==> config.mk <==
export PLATFORM = sky130hd
export DESIGN_NAME = shamir_secret_recovery_unit
export DESIGN_NICKNAME = d
export VERILOG_FILES = /design/src/hdl/ssr_pkg.sv /design/src/hdl/ssr_arith.sv /design/src/hdl/ssr_dpath.sv /design/src/hdl/ssr_ctrl.sv /design/src/hdl/shamir_secret_recovery_unit.sv
export SDC_FILE = /design/constraint.sdc
export NUM_CORES = 1
export LEC_CHECK = 0
export ABC_AREA = 1
export BUFFER_PORTS_ARGS = -buffer_cell sky130_fd_sc_hd__buf_4
export CORE_AREA = 2 2 261 263
export DETAILED_ROUTE_END_ITERATION = 10
export DIE_AREA = 0 0 263 265
export PLACE_DENSITY_LB_ADDON = 0.15
export SYNTH_ARGS = -nofsm -noshare
export SYNTH_HDL_FRONTEND = slang
export SYNTH_HIERARCHICAL = 1
export SYNTH_SLANG_ARGS = --single-unit
==> constraint.sdc <==
create_clock -name clk -period 16.95 [get_ports clk]
set_clock_uncertainty 0.05 [all_clocks]
set_input_delay 3.39 -clock clk [delete_from_list [all_inputs] [get_ports clk]]
set_output_delay 3.39 -clock clk [all_outputs]
set_load 0.02 [all_outputs]
==> src/hdl/ssr_pkg.sv <==
// shared types and constants for the shamir secret recovery unit
// no dependencies
package ssr_pkg;

    localparam int DW = 16;
    localparam logic [DW-1:0] MODULUS_RESET = 16'd65521;
    localparam logic STATUS_OK = 1'b0;
    localparam logic STATUS_ERR = 1'b1;

    typedef struct packed {
        logic [DW-1:0] share_id;
        logic [DW-1:0] share_value;
        logic          last_share;
    } share_req_t;

    typedef struct packed {
        logic [DW-1:0] secret;
        logic          status;
    } result_t;

    typedef enum logic {
        AOP_DIV,
        AOP_MUL
    } aop_t;

    typedef enum logic [4:0] {
        CMD_NONE,
        CMD_STORE,
        CMD_INIT,
        CMD_RD_XI,
        CMD_RED_X,
        CMD_SET_XI,
        CMD_RD_XJ,
        CMD_SET_XJ,
        CMD_NEXT_J,
        CMD_MUL_NUM,
        CMD_SET_NUM,
        CMD_MUL_DEN,
        CMD_SET_DEN,
        CMD_EUC_INIT,
        CMD_EUC_DIV,
        CMD_EUC_Q,
        CMD_EUC_MUL,
        CMD_EUC_STEP,
        CMD_MUL_INV,
        CMD_RD_Y,
        CMD_SET_Y,
        CMD_MUL_Y,
        CMD_ACC,
        CMD_OUT_OK,
        CMD_OUT_ERR
    } cmd_t;

    typedef enum logic [4:0] {
        S_IDLE,
        S_CHECK,
        S_RD_XI,
        S_RED_XI,
        S_W_XI,
        S_J_TEST,
        S_RD_XJ,
        S_RED_XJ,
        S_W_XJ,
        S_MUL_NUM,
        S_W_NUM,
        S_MUL_DEN,
        S_W_DEN,
        S_EUC_INIT,
        S_EUC_TEST,
        S_EUC_DIV,
        S_W_EDIV,
        S_EUC_MUL,
        S_W_EMUL,
        S_MUL_INV,
        S_W_INV,
        S_RD_Y,
        S_RED_Y,
        S_W_Y,
        S_MUL_Y,
        S_W_MUL_Y,
        S_DONE,
        S_FAIL
    } state_t;

    typedef struct packed {
        logic done;
        logic mod_small;
        logic j_eq_i;
        logic j_last;
        logic i_last;
        logic r1_zero;
        logic r0_one;
        logic out_busy;
    } dp_status_t;

endpackage

==> src/hdl/ssr_arith.sv <==
// bit-serial divider and modular multiplier, one bit per cycle
// depends on ssr_pkg
module ssr_arith (
    input  logic                 clk,
    input  logic                 rst_n,
    input  logic                 start,
    input  ssr_pkg::aop_t        op,
    input  logic [ssr_pkg::DW-1:0] a,
    input  logic [ssr_pkg::DW-1:0] b,
    input  logic [ssr_pkg::DW-1:0] m,
    output logic                 done,
    output logic                 busy,
    output logic [ssr_pkg::DW-1:0] quo,
    output logic [ssr_pkg::DW-1:0] rem
);
    import ssr_pkg::*;

    localparam int CNTW = $clog2(DW);

    logic                busy_reg;
    logic                done_reg;
    aop_t                op_reg;
    logic [CNTW-1:0]     cnt_reg;
    logic [DW-1:0]       a_reg;
    logic [DW-1:0]       b_reg;
    logic [DW-1:0]       m_reg;
    logic [DW-1:0]       acc_reg;
    logic [DW-1:0]       q_reg;

    logic [DW:0]         div_sh;
    logic                div_bit;
    logic [DW-1:0]       div_next;
    logic [DW:0]         dbl;
    logic [DW-1:0]       dbl_r;
    logic [DW:0]         add;
    logic [DW-1:0]       add_r;
    logic [DW-1:0]       acc_next;

    always_comb
    begin
        div_sh   = {acc_reg, a_reg[DW-1]};
        div_bit  = (div_sh >= {1'b0, m_reg});
        div_next = div_bit ? DW'(div_sh - {1'b0, m_reg}) : div_sh[DW-1:0];
        dbl      = {acc_reg, 1'b0};
        dbl_r    = (dbl >= {1'b0, m_reg}) ? DW'(dbl - {1'b0, m_reg}) : dbl[DW-1:0];
        add      = {1'b0, dbl_r} + {1'b0, b_reg};
        add_r    = (add >= {1'b0, m_reg}) ? DW'(add - {1'b0, m_reg}) : add[DW-1:0];
        if (op_reg == AOP_DIV)
        begin
            acc_next = div_next;
        end
        else
        begin
            acc_next = a_reg[DW-1] ? add_r : dbl_r;
        end
    end

    always_ff @(posedge clk or negedge rst_n)
    begin
        if (!rst_n)
        begin
            busy_reg <= 1'b0;
            done_reg <= 1'b0;
            cnt_reg  <= '0;
        end
        else
        begin
            done_reg <= 1'b0;
            if (start)
            begin
                busy_reg <= 1'b1;
                cnt_reg  <= '0;
            end
            else if (busy_reg)
            begin
                cnt_reg <= cnt_reg + CNTW'(1);
                if (cnt_reg == CNTW'(DW - 1))
                begin
                    busy_reg <= 1'b0;
                    done_reg <= 1'b1;
                end
            end
        end
    end

    always_ff @(posedge clk)
    begin
        if (start)
        begin
            op_reg  <= op;
            a_reg   <= a;
            b_reg   <= b;
            m_reg   <= m;
            acc_reg <= '0;
            q_reg   <= '0;
        end
        else if (busy_reg)
        begin
            acc_reg <= acc_next;
            a_reg   <= {a_reg[DW-2:0], 1'b0};
            q_reg   <= {q_reg[DW-2:0], div_bit};
        end
    end

    assign done = done_reg;
    assign busy = busy_reg;
    assign quo  = q_reg;
    assign rem  = acc_reg;

endmodule

==> src/hdl/ssr_dpath.sv <==
// share store, recovery registers and result register
// depends on ssr_pkg and ssr_arith
module ssr_dpath #(
    parameter int MAX_SHARES = 8
) (
    input  logic                 clk,
    input  logic                 rst_n,
    input  ssr_pkg::cmd_t        cmd,
    output ssr_pkg::dp_status_t  status,
    input  ssr_pkg::share_req_t  req,
    input  logic                 cfg_valid,
    input  logic [ssr_pkg::DW-1:0] cfg_data,
    output logic                 result_valid,
    input  logic                 result_ready,
    output ssr_pkg::result_t     result
);
    import ssr_pkg::*;

    localparam int IW = $clog2(MAX_SHARES);
    localparam int CW = $clog2(MAX_SHARES + 1);

    logic [DW-1:0] id_mem  [MAX_SHARES];
    logic [DW-1:0] val_mem [MAX_SHARES];

    logic [DW-1:0] modulus_reg;
    logic [CW-1:0] cnt_reg;
    logic [IW-1:0] i_reg;
    logic [IW-1:0] j_reg;
    logic [DW-1:0] n_reg;
    logic [DW-1:0] rdq_reg;
    logic [DW-1:0] xi_reg;
    logic [DW-1:0] xj_reg;
    logic [DW-1:0] y_reg;
    logic [DW-1:0] num_reg;
    logic [DW-1:0] den_reg;
    logic [DW-1:0] r0_reg;
    logic [DW-1:0] r1_reg;
    logic [DW-1:0] r2_reg;
    logic [DW-1:0] t0_reg;
    logic [DW-1:0] t1_reg;
    logic [DW-1:0] q_reg;
    logic [DW-1:0] sum_reg;
    logic          out_valid_reg;
    result_t       out_reg;

    logic          a_start;
    aop_t          a_op;
    logic [DW-1:0] a_a;
    logic [DW-1:0] a_b;
    logic [DW-1:0] a_m;
    logic          a_done;
    logic          a_busy;
    logic [DW-1:0] a_quo;
    logic [DW-1:0] a_rem;

    logic [DW-1:0] nx;
    logic [DW-1:0] dx;
    logic [DW-1:0] t2;
    logic [DW:0]   sum_w;
    logic [DW-1:0] sum_next;
    logic          rd_val;
    logic [IW-1:0] rd_addr;

    ssr_arith u_arith (
        .clk   (clk),
        .rst_n (rst_n),
        .start (a_start),
        .op    (a_op),
        .a     (a_a),
        .b     (a_b),
        .m     (a_m),
        .done  (a_done),
        .busy  (a_busy),
        .quo   (a_quo),
        .rem   (a_rem)
    );

    always_comb
    begin
        nx       = (xj_reg == '0) ? '0 : DW'(n_reg - xj_reg);
        dx       = (xi_reg >= xj_reg) ? DW'(xi_reg - xj_reg) : DW'(xi_reg + n_reg - xj_reg);
        t2       = (t0_reg >= a_rem) ? DW'(t0_reg - a_rem) : DW'(t0_reg + n_reg - a_rem);
        sum_w    = {1'b0, sum_reg} + {1'b0, a_rem};
        sum_next = (sum_w >= {1'b0, n_reg}) ? DW'(sum_w - {1'b0, n_reg}) : sum_w[DW-1:0];
        rd_val   = (cmd == CMD_RD_Y);
        rd_addr  = (cmd == CMD_RD_XJ) ? j_reg : i_reg;
    end

    always_comb
    begin
        a_start = 1'b1;
        a_op    = AOP_MUL;
        a_a     = num_reg;
        a_b     = '0;
        a_m     = n_reg;
        case (cmd)
            CMD_RED_X:
            begin
                a_op = AOP_DIV;
                a_a  = rdq_reg;
            end
            CMD_MUL_NUM: a_b = nx;
            CMD_MUL_DEN:
            begin
                a_a = den_reg;
                a_b = dx;
            end
            CMD_EUC_DIV:
            begin
                a_op = AOP_DIV;
                a_a  = r0_reg;
                a_m  = r1_reg;
            end
            CMD_EUC_MUL:
            begin
                a_a = q_reg;
                a_b = t1_reg;
            end
            CMD_MUL_INV: a_b = t0_reg;
            CMD_MUL_Y:   a_b = y_reg;
            default:     a_start = 1'b0;
        endcase
    end

    // share store
    always_ff @(posedge clk)
    begin
        if (cmd == CMD_STORE && cnt_reg < CW'(MAX_SHARES))
        begin
            id_mem[cnt_reg[IW-1:0]]  <= req.share_id;
            val_mem[cnt_reg[IW-1:0]] <= req.share_value;
        end
        rdq_reg <= rd_val ? val_mem[rd_addr] : id_mem[rd_addr];
    end

    always_ff @(posedge clk or negedge rst_n)
    begin
        if (!rst_n)
        begin
            modulus_reg   <= MODULUS_RESET;
            cnt_reg       <= '0;
            out_valid_reg <= 1'b0;
        end
        else
        begin
            if (cfg_valid)
            begin
                modulus_reg <= cfg_data;
            end
            if (result_valid && result_ready)
            begin
                out_valid_reg <= 1'b0;
            end
            case (cmd)
                CMD_STORE:
                begin
                    if (cnt_reg < CW'(MAX_SHARES))
                    begin
                        cnt_reg <= cnt_reg + CW'(1);
                    end
                end
                CMD_OUT_OK, CMD_OUT_ERR:
                begin
                    cnt_reg       <= '0;
                    out_valid_reg <= 1'b1;
                end
                default:
                begin
                end
            endcase
        end
    end

    always_ff @(posedge clk)
    begin
        case (cmd)
            CMD_INIT:
            begin
                n_reg   <= modulus_reg;
                i_reg   <= '0;
                sum_reg <= '0;
            end
            CMD_SET_XI:
            begin
                xi_reg  <= a_rem;
                num_reg <= DW'(1);
                den_reg <= DW'(1);
                j_reg   <= '0;
            end
            CMD_SET_XJ:  xj_reg  <= a_rem;
            CMD_NEXT_J:  j_reg   <= j_reg + IW'(1);
            CMD_SET_NUM: num_reg <= a_rem;
            CMD_SET_DEN:
            begin
                den_reg <= a_rem;
                j_reg   <= j_reg + IW'(1);
            end
            CMD_EUC_INIT:
            begin
                r0_reg <= n_reg;
                r1_reg <= den_reg;
                t0_reg <= '0;
                t1_reg <= DW'(1);
            end
            CMD_EUC_Q:
            begin
                q_reg  <= a_quo;
                r2_reg <= a_rem;
            end
            CMD_EUC_STEP:
            begin
                r0_reg <= r1_reg;
                r1_reg <= r2_reg;
                t0_reg <= t1_reg;
                t1_reg <= t2;
            end
            CMD_SET_Y:   y_reg <= a_rem;
            CMD_ACC:
            begin
                sum_reg <= sum_next;
                i_reg   <= i_reg + IW'(1);
            end
            CMD_OUT_OK:
            begin
                out_reg.secret <= sum_reg;
                out_reg.status <= STATUS_OK;
            end
            CMD_OUT_ERR:
            begin
                out_reg.secret <= '0;
                out_reg.status <= STATUS_ERR;
            end
            default:
            begin
            end
        endcase
    end

    always_comb
    begin
        status.done      = a_done;
        status.mod_small = (modulus_reg < DW'(2));
        status.j_eq_i    = (j_reg == i_reg);
        status.j_last    = (CW'(j_reg) == cnt_reg - CW'(1));
        status.i_last    = (CW'(i_reg) == cnt_reg - CW'(1));
        status.r1_zero   = (r1_reg == '0);
        status.r0_one    = (r0_reg == DW'(1));
        status.out_busy  = out_valid_reg;
    end

    assign result_valid = out_valid_reg;
    assign result       = out_reg;

`ifndef SYNTHESIS
    a_cnt_bound: assert property (@(posedge clk) disable iff (!rst_n)
        cnt_reg <= CW'(MAX_SHARES))
        else $error("share count beyond capacity");
    a_no_restart: assert property (@(posedge clk) disable iff (!rst_n)
        a_start |-> !a_busy)
        else $error("arithmetic unit started while busy");
    a_ok_reduced: assert property (@(posedge clk) disable iff (!rst_n)
        cmd == CMD_OUT_OK |=> out_reg.secret < n_reg)
        else $error("secret not reduced");
    a_out_after_done: assert property (@(posedge clk) disable iff (!rst_n)
        $rose(out_valid_reg) |-> cnt_reg == '0)
        else $error("share set not emptied on result");
`endif

endmodule

==> src/hdl/ssr_ctrl.sv <==
// recovery sequencer issuing datapath commands
// depends on ssr_pkg
module ssr_ctrl (
    input  logic                clk,
    input  logic                rst_n,
    input  logic                req_valid,
    input  logic                last_share,
    output logic                req_ready,
    output ssr_pkg::cmd_t       cmd,
    input  ssr_pkg::dp_status_t status
);
    import ssr_pkg::*;

    state_t state_reg;
    state_t state_next;

    always_ff @(posedge clk or negedge rst_n)
    begin
        if (!rst_n)
        begin
            state_reg <= S_IDLE;
        end
        else
        begin
            state_reg <= state_next;
        end
    end

    always_comb
    begin
        state_next = state_reg;
        cmd        = CMD_NONE;
        req_ready  = 1'b0;
        case (state_reg)
            S_IDLE:
            begin
                req_ready = 1'b1;
                if (req_valid)
                begin
                    cmd = CMD_STORE;
                    if (last_share)
                    begin
                        state_next = S_CHECK;
                    end
                end
            end
            S_CHECK:
            begin
                cmd        = CMD_INIT;
                state_next = status.mod_small ? S_FAIL : S_RD_XI;
            end
            S_RD_XI:
            begin
                cmd        = CMD_RD_XI;
                state_next = S_RED_XI;
            end
            S_RED_XI:
            begin
                cmd        = CMD_RED_X;
                state_next = S_W_XI;
            end
            S_W_XI:
            begin
                if (status.done)
                begin
                    cmd        = CMD_SET_XI;
                    state_next = S_J_TEST;
                end
            end
            S_J_TEST:
            begin
                if (status.j_eq_i)
                begin
                    cmd        = CMD_NEXT_J;
                    state_next = status.j_last ? S_EUC_INIT : S_J_TEST;
                end
                else
                begin
                    state_next = S_RD_XJ;
                end
            end
            S_RD_XJ:
            begin
                cmd        = CMD_RD_XJ;
                state_next = S_RED_XJ;
            end
            S_RED_XJ:
            begin
                cmd        = CMD_RED_X;
                state_next = S_W_XJ;
            end
            S_W_XJ:
            begin
                if (status.done)
                begin
                    cmd        = CMD_SET_XJ;
                    state_next = S_MUL_NUM;
                end
            end
            S_MUL_NUM:
            begin
                cmd        = CMD_MUL_NUM;
                state_next = S_W_NUM;
            end
            S_W_NUM:
            begin
                if (status.done)
                begin
                    cmd        = CMD_SET_NUM;
                    state_next = S_MUL_DEN;
                end
            end
            S_MUL_DEN:
            begin
                cmd        = CMD_MUL_DEN;
                state_next = S_W_DEN;
            end
            S_W_DEN:
            begin
                if (status.done)
                begin
                    cmd        = CMD_SET_DEN;
                    state_next = status.j_last ? S_EUC_INIT : S_J_TEST;
                end
            end
            S_EUC_INIT:
            begin
                cmd        = CMD_EUC_INIT;
                state_next = S_EUC_TEST;
            end
            S_EUC_TEST:
            begin
                if (status.r1_zero)
                begin
                    state_next = status.r0_one ? S_MUL_INV : S_FAIL;
                end
                else
                begin
                    state_next = S_EUC_DIV;
                end
            end
            S_EUC_DIV:
            begin
                cmd        = CMD_EUC_DIV;
                state_next = S_W_EDIV;
            end
            S_W_EDIV:
            begin
                if (status.done)
                begin
                    cmd        = CMD_EUC_Q;
                    state_next = S_EUC_MUL;
                end
            end
            S_EUC_MUL:
            begin
                cmd        = CMD_EUC_MUL;
                state_next = S_W_EMUL;
            end
            S_W_EMUL:
            begin
                if (status.done)
                begin
                    cmd        = CMD_EUC_STEP;
                    state_next = S_EUC_TEST;
                end
            end
            S_MUL_INV:
            begin
                cmd        = CMD_MUL_INV;
                state_next = S_W_INV;
            end
            S_W_INV:
            begin
                if (status.done)
                begin
                    cmd        = CMD_SET_NUM;
                    state_next = S_RD_Y;
                end
            end
            S_RD_Y:
            begin
                cmd        = CMD_RD_Y;
                state_next = S_RED_Y;
            end
            S_RED_Y:
            begin
                cmd        = CMD_RED_X;
                state_next = S_W_Y;
            end
            S_W_Y:
            begin
                if (status.done)
                begin
                    cmd        = CMD_SET_Y;
                    state_next = S_MUL_Y;
                end
            end
            S_MUL_Y:
            begin
                cmd        = CMD_MUL_Y;
                state_next = S_W_MUL_Y;
            end
            S_W_MUL_Y:
            begin
                if (status.done)
                begin
                    cmd        = CMD_ACC;
                    state_next = status.i_last ? S_DONE : S_RD_XI;
                end
            end
            S_DONE:
            begin
                if (!status.out_busy)
                begin
                    cmd        = CMD_OUT_OK;
                    state_next = S_IDLE;
                end
            end
            S_FAIL:
            begin
                if (!status.out_busy)
                begin
                    cmd        = CMD_OUT_ERR;
                    state_next = S_IDLE;
                end
            end
            default:
            begin
                state_next = S_IDLE;
            end
        endcase
    end

endmodule

==> src/hdl/shamir_secret_recovery_unit.sv <==
// top level of the shamir secret recovery unit
// depends on ssr_pkg, ssr_ctrl, ssr_dpath
//
// channel   signals                            payload
// req       req_valid / req_ready / req        share_req_t
// result    result_valid / result_ready / result  result_t
// cfg       cfg_valid / cfg_ready / cfg_data   modulus, always ready
//
// an unmarked share is only stored; a marked share is stored and starts recovery
// recovery runs a euclid inversion for each share, with every step on the
// one bit-per-cycle divider/multiplier
// no new request is taken during recovery; a waiting result does not block storing
// reset clears the share count and the result valid flag, modulus resets to 65521
module shamir_secret_recovery_unit #(
    parameter int MAX_SHARES = 8
) (
    input  logic                 clk,
    input  logic                 rst_n,
    input  logic                 req_valid,
    output logic                 req_ready,
    input  ssr_pkg::share_req_t  req,
    output logic                 result_valid,
    input  logic                 result_ready,
    output ssr_pkg::result_t     result,
    input  logic                 cfg_valid,
    output logic                 cfg_ready,
    input  logic [ssr_pkg::DW-1:0] cfg_data
);
    import ssr_pkg::*;

    cmd_t       cmd;
    dp_status_t status;

    assign cfg_ready = 1'b1;

    ssr_ctrl u_ctrl (
        .clk        (clk),
        .rst_n      (rst_n),
        .req_valid  (req_valid),
        .last_share (req.last_share),
        .req_ready  (req_ready),
        .cmd        (cmd),
        .status     (status)
    );

    ssr_dpath #(
        .MAX_SHARES (MAX_SHARES)
    ) u_dpath (
        .clk          (clk),
        .rst_n        (rst_n),
        .cmd          (cmd),
        .status       (status),
        .req          (req),
        .cfg_valid    (cfg_valid),
        .cfg_data     (cfg_data),
        .result_valid (result_valid),
        .result_ready (result_ready),
        .result       (result)
    );

endmodule
==> impl_metrics.py <==
metrics = {
    "hold_path": {
        "hold_path_startpoint": "u_dpath/u_arith/quo[14]",
        "min_to": "u_dpath/q_reg[14]",
        "hp-class": "flop to flop",
        "hold_depth": 0,
    },
    "clock_network": {
        "cts_tree": "done",
        "cts_sinks": 616,
        "clk_path_buf_depth": 3,
        "cts_root_buf": "clkbuf_16",
        "clock_latency_ns": 0.63,
        "post_cts_resized": 0,
        "cts_hold_buf": 0,
        "post-cts-setup-buffers": 0,
        "h-tree-depth": 3,
        "clkSlewWorstSetupHoldPaths_ns": 0.06,
        "numCtsBuffers": 68,
    },
    "worst_setup_path": {
        "critPathKind": "input pin to flop",
        "reg2reg_depth": 13,
        "crit_required_ns": 17.42,
        "crit_path_start_kind": "input pin",
        "worst-path-max-fanout": 55,
        "reg2reg_from": "u_dpath/u_arith/done",
        "endpoint_kind": "flop",
        "reg2reg_to": "u_dpath/u_arith/quo[12]",
        "r2r_slack_ns": 10.21,
        "crit_arrival_ns": 8.69,
    },
    "grt": {
        "grt_pass1_wl_mm": 171,
        "grtUsageMet3": 0.0448,
        "grt_pass1_vias": 29700,
        "met1_usage": 0.428,
        "antenna_found_initial": 2,
        "busiest_layer": "met2",
        "grt_max_degree": 78,
        "grt_use_total": 0.322,
        "grtUsageMet2": 0.520,
        "grt-ovfl-total": 0,
    },
    "timing": {
        "rsz0062_at_grt": "no",
        "slew_headroom": 0.203,
        "setup_viol": 0,
        "min_period_over_period": 0.485,
        "drv_slew": 0,
        "setup_tns_ns": 0,
        "holdWs_ns": 0.384,
        "fmax_ghz": 0.122,
        "final-hold-violation-count": 0,
        "worstMarginPinSlew_ns": 1.19,
        "fin_crit_ns": 8.23,
    },
    "synth": {
        "async_flop_share": 0.0519,
        "syn_nets": 5048,
        "yosys.cell_types.count": 60,
        "syn_avg_cell_area_um2": 8.01,
        "ys.flop_type": "edfxtp_1",
        "syn_area_um2": 38400,
        "ys_ff_latch": 616,
        "ys_seq_area_frac": 0.465,
        "syn_inst": 4791,
        "yosysWarnings": 6,
        "synth_edf_count": 536,
    },
    "place": {
        "hpwl_mm": 82.0,
        "io_buffer_count": 72,
        "gp_congestion": 0.985,
        "dp_cells": 5665,
    },
    "cells_and_area": {
        "area_delta_synth_final_pct": 9.61,
        "fin_nets": 5119,
        "final_cell_count_no_fill": 5791,
        "drive_above_1_share": 0.0755,
        "fin_util": 0.630,
    },
    "routing": {
        "ant_nets": 0,
        "wire_per_inst_um": 19.4,
        "num_vias": 31800,
        "drc": 0,
        "dr.pass1.iters": 6,
        "drt-total-wl_mm": 112,
        "drt-initial-drc-count": 3370,
        "avgViaCountPerCell": 5.49,
    },
    "floorplan": {
        "die_area_um2": 69700,
        "rows": 95,
        "io_pins": 74,
        "start_util": 0.575,
        "fp.dieW_um": 263,
        "core_um2": 66800,
        "die_h_um": 265,
    },
    "flow_run": {
        "cap_violations": 0,
    },
    "status": {
        "outcome": "complete, no violations",
    },
}
how the worst max path moves through the flow:
| stage | from | to | slack (ns) | cells after the start |
|---|---|---|---|---|
| after floorplan | req_valid | u_dpath/r0_reg[0] | 7.75 | 8 |
| after global placement | req_valid | u_dpath/u_arith/a_reg[0] | 8.26 | 14 |
| after detailed placement | req_valid | u_dpath/u_arith/quo[0] | 8.17 | 15 |
| after CTS | req_valid | u_dpath/u_arith/quo[0] | 8.86 | 15 |
| after global routing | req_valid | u_dpath/u_arith/quo[4] | 8.25 | 15 |
| final | req_valid | u_dpath/u_arith/quo[12] | 8.72 | 15 |
cell type report:
cell class | count | area (um^2)
Antenna cell | 1 | 2.50
Clock buffer | 79 | 1780
Clock inverter | 46 | 513
Fill cell | 5813 | 24700
Inverter | 923 | 3470
Multi-Input combinational cell | 3136 | 16500
Sequential cell | 616 | 17900
Tap cell | 873 | 1090
Timing Repair Buffer | 117 | 878
cell usage after synthesis (3+ instances only):
| master | number | area [um^2] |
|---|---|---|
| dfrtp_1 | 19 | 475 |
| o21bai_1 | 13 | 97.6 |
| nand2_1 | 1431 | 5370 |
| nor3_2 | 3 | 30.0 |
| o211ai_1 | 3 | 22.5 |
| nand2_2 | 32 | 200 |
| a21boi_0 | 3 | 22.5 |
| o22ai_1 | 23 | 144 |
| or2_2 | 7 | 43.8 |
| clkinv_1 | 11 | 41.3 |
| and2_1 | 15 | 93.8 |
| dfstp_2 | 13 | 342 |
| xor2_1 | 51 | 447 |
| xnor2_1 | 40 | 350 |
| nor2_2 | 16 | 100 |
| buf_4 | 19 | 143 |
| nand3_2 | 12 | 120 |
| nor2_1 | 304 | 1140 |
| fa_1 | 39 | 781 |
| dfxtp_1 | 48 | 961 |
| nor3_1 | 47 | 235 |
| clkbuf_1 | 36 | 135 |
| a21oi_1 | 153 | 766 |
| buf_1 | 4 | 15.0 |
| inv_1 | 892 | 3350 |
| a21o_1 | 6 | 45.0 |
| buf_6 | 13 | 146 |
| buf_2 | 42 | 210 |
| a221oi_1 | 20 | 175 |
| nand4_1 | 46 | 288 |
| ha_1 | 164 | 2050 |
| nand3b_1 | 19 | 143 |
| inv_2 | 19 | 71.3 |
| edfxtp_1 | 536 | 16100 |
| nor4_1 | 10 | 62.6 |
| nand2_4 | 7 | 78.8 |
| o21ai_1 | 12 | 60.1 |
| nand3_1 | 517 | 2590 |
| o21a_1 | 3 | 22.5 |
| o21ai_0 | 108 | 541 |
| nor2_4 | 12 | 135 |
stage by stage:
step	setup WS, ns	area (um^2)
6_report	8.72	42100
5_1_grt	8.25	42100
4_1_cts	8.86	42100
3_5_place_dp	8.17	39800
2_1_floorplan	7.75	38400
3_3_place_gp	8.26	39800
critical path, cell delays in order:
cell and delay, ns:
buf_4 0.11, nand2_1 0.06, o21ai_0 0.11, nor3_1 0.16, nand4_1 0.34, nand2_1 0.31
inv_1 0.08, nand3_1 0.17, inv_1 0.11, nor4_4 0.70, nand2_2 0.08, buf_4 0.37
nor2_1 0.98, clkinv_1 1.20, o22ai_1 0.49
per-layer routing:
layer  wire length (um)  vias to the layer above  part of all wire
met3               9550                      273             0.085
met1              45800                    14700              0.41
met4               5920                        2             0.053
met2              51000                     1382              0.45
li1                   -                    15500                 -
met5                 12                        -           0.00011
logic make-up (layout without fill, tap and decap cells):
family                     Yosys count  in the layout  share of synthesized area
muxes                                1              1                   0.000293
buffers and inverters             1039           1165                      0.108
adders and majority gates          203            203                     0.0738
xor gates and xnor gates            91             91                     0.0208
DFF                                616            616                      0.465
AOI/OAI and AO/OA                  354            354                     0.0515
and+or+nand+nor                   2486           2486                      0.280
other                                1              2                  0.0000977
cells in the final DEF, fill, tap and decap left out, types with 32 or more instances in the layout:
cell type	count
nand2_1	1430
inv_1	891
edfxtp_1	536
nand3_1	517
nor2_1	300
ha_1	164
a21oi_1	153
buf_4	117
o21ai_0	106
clkbuf_16	69
xor2_1	51
dfxtp_1	48
nand4_1	46
nor3_1	41
xnor2_1	40
fa_1	39
nand2_2	32
Power is left out: the tool's default activity adds up to more than one toggle a clock period on the data nets, which glitch-free logic cannot reach.
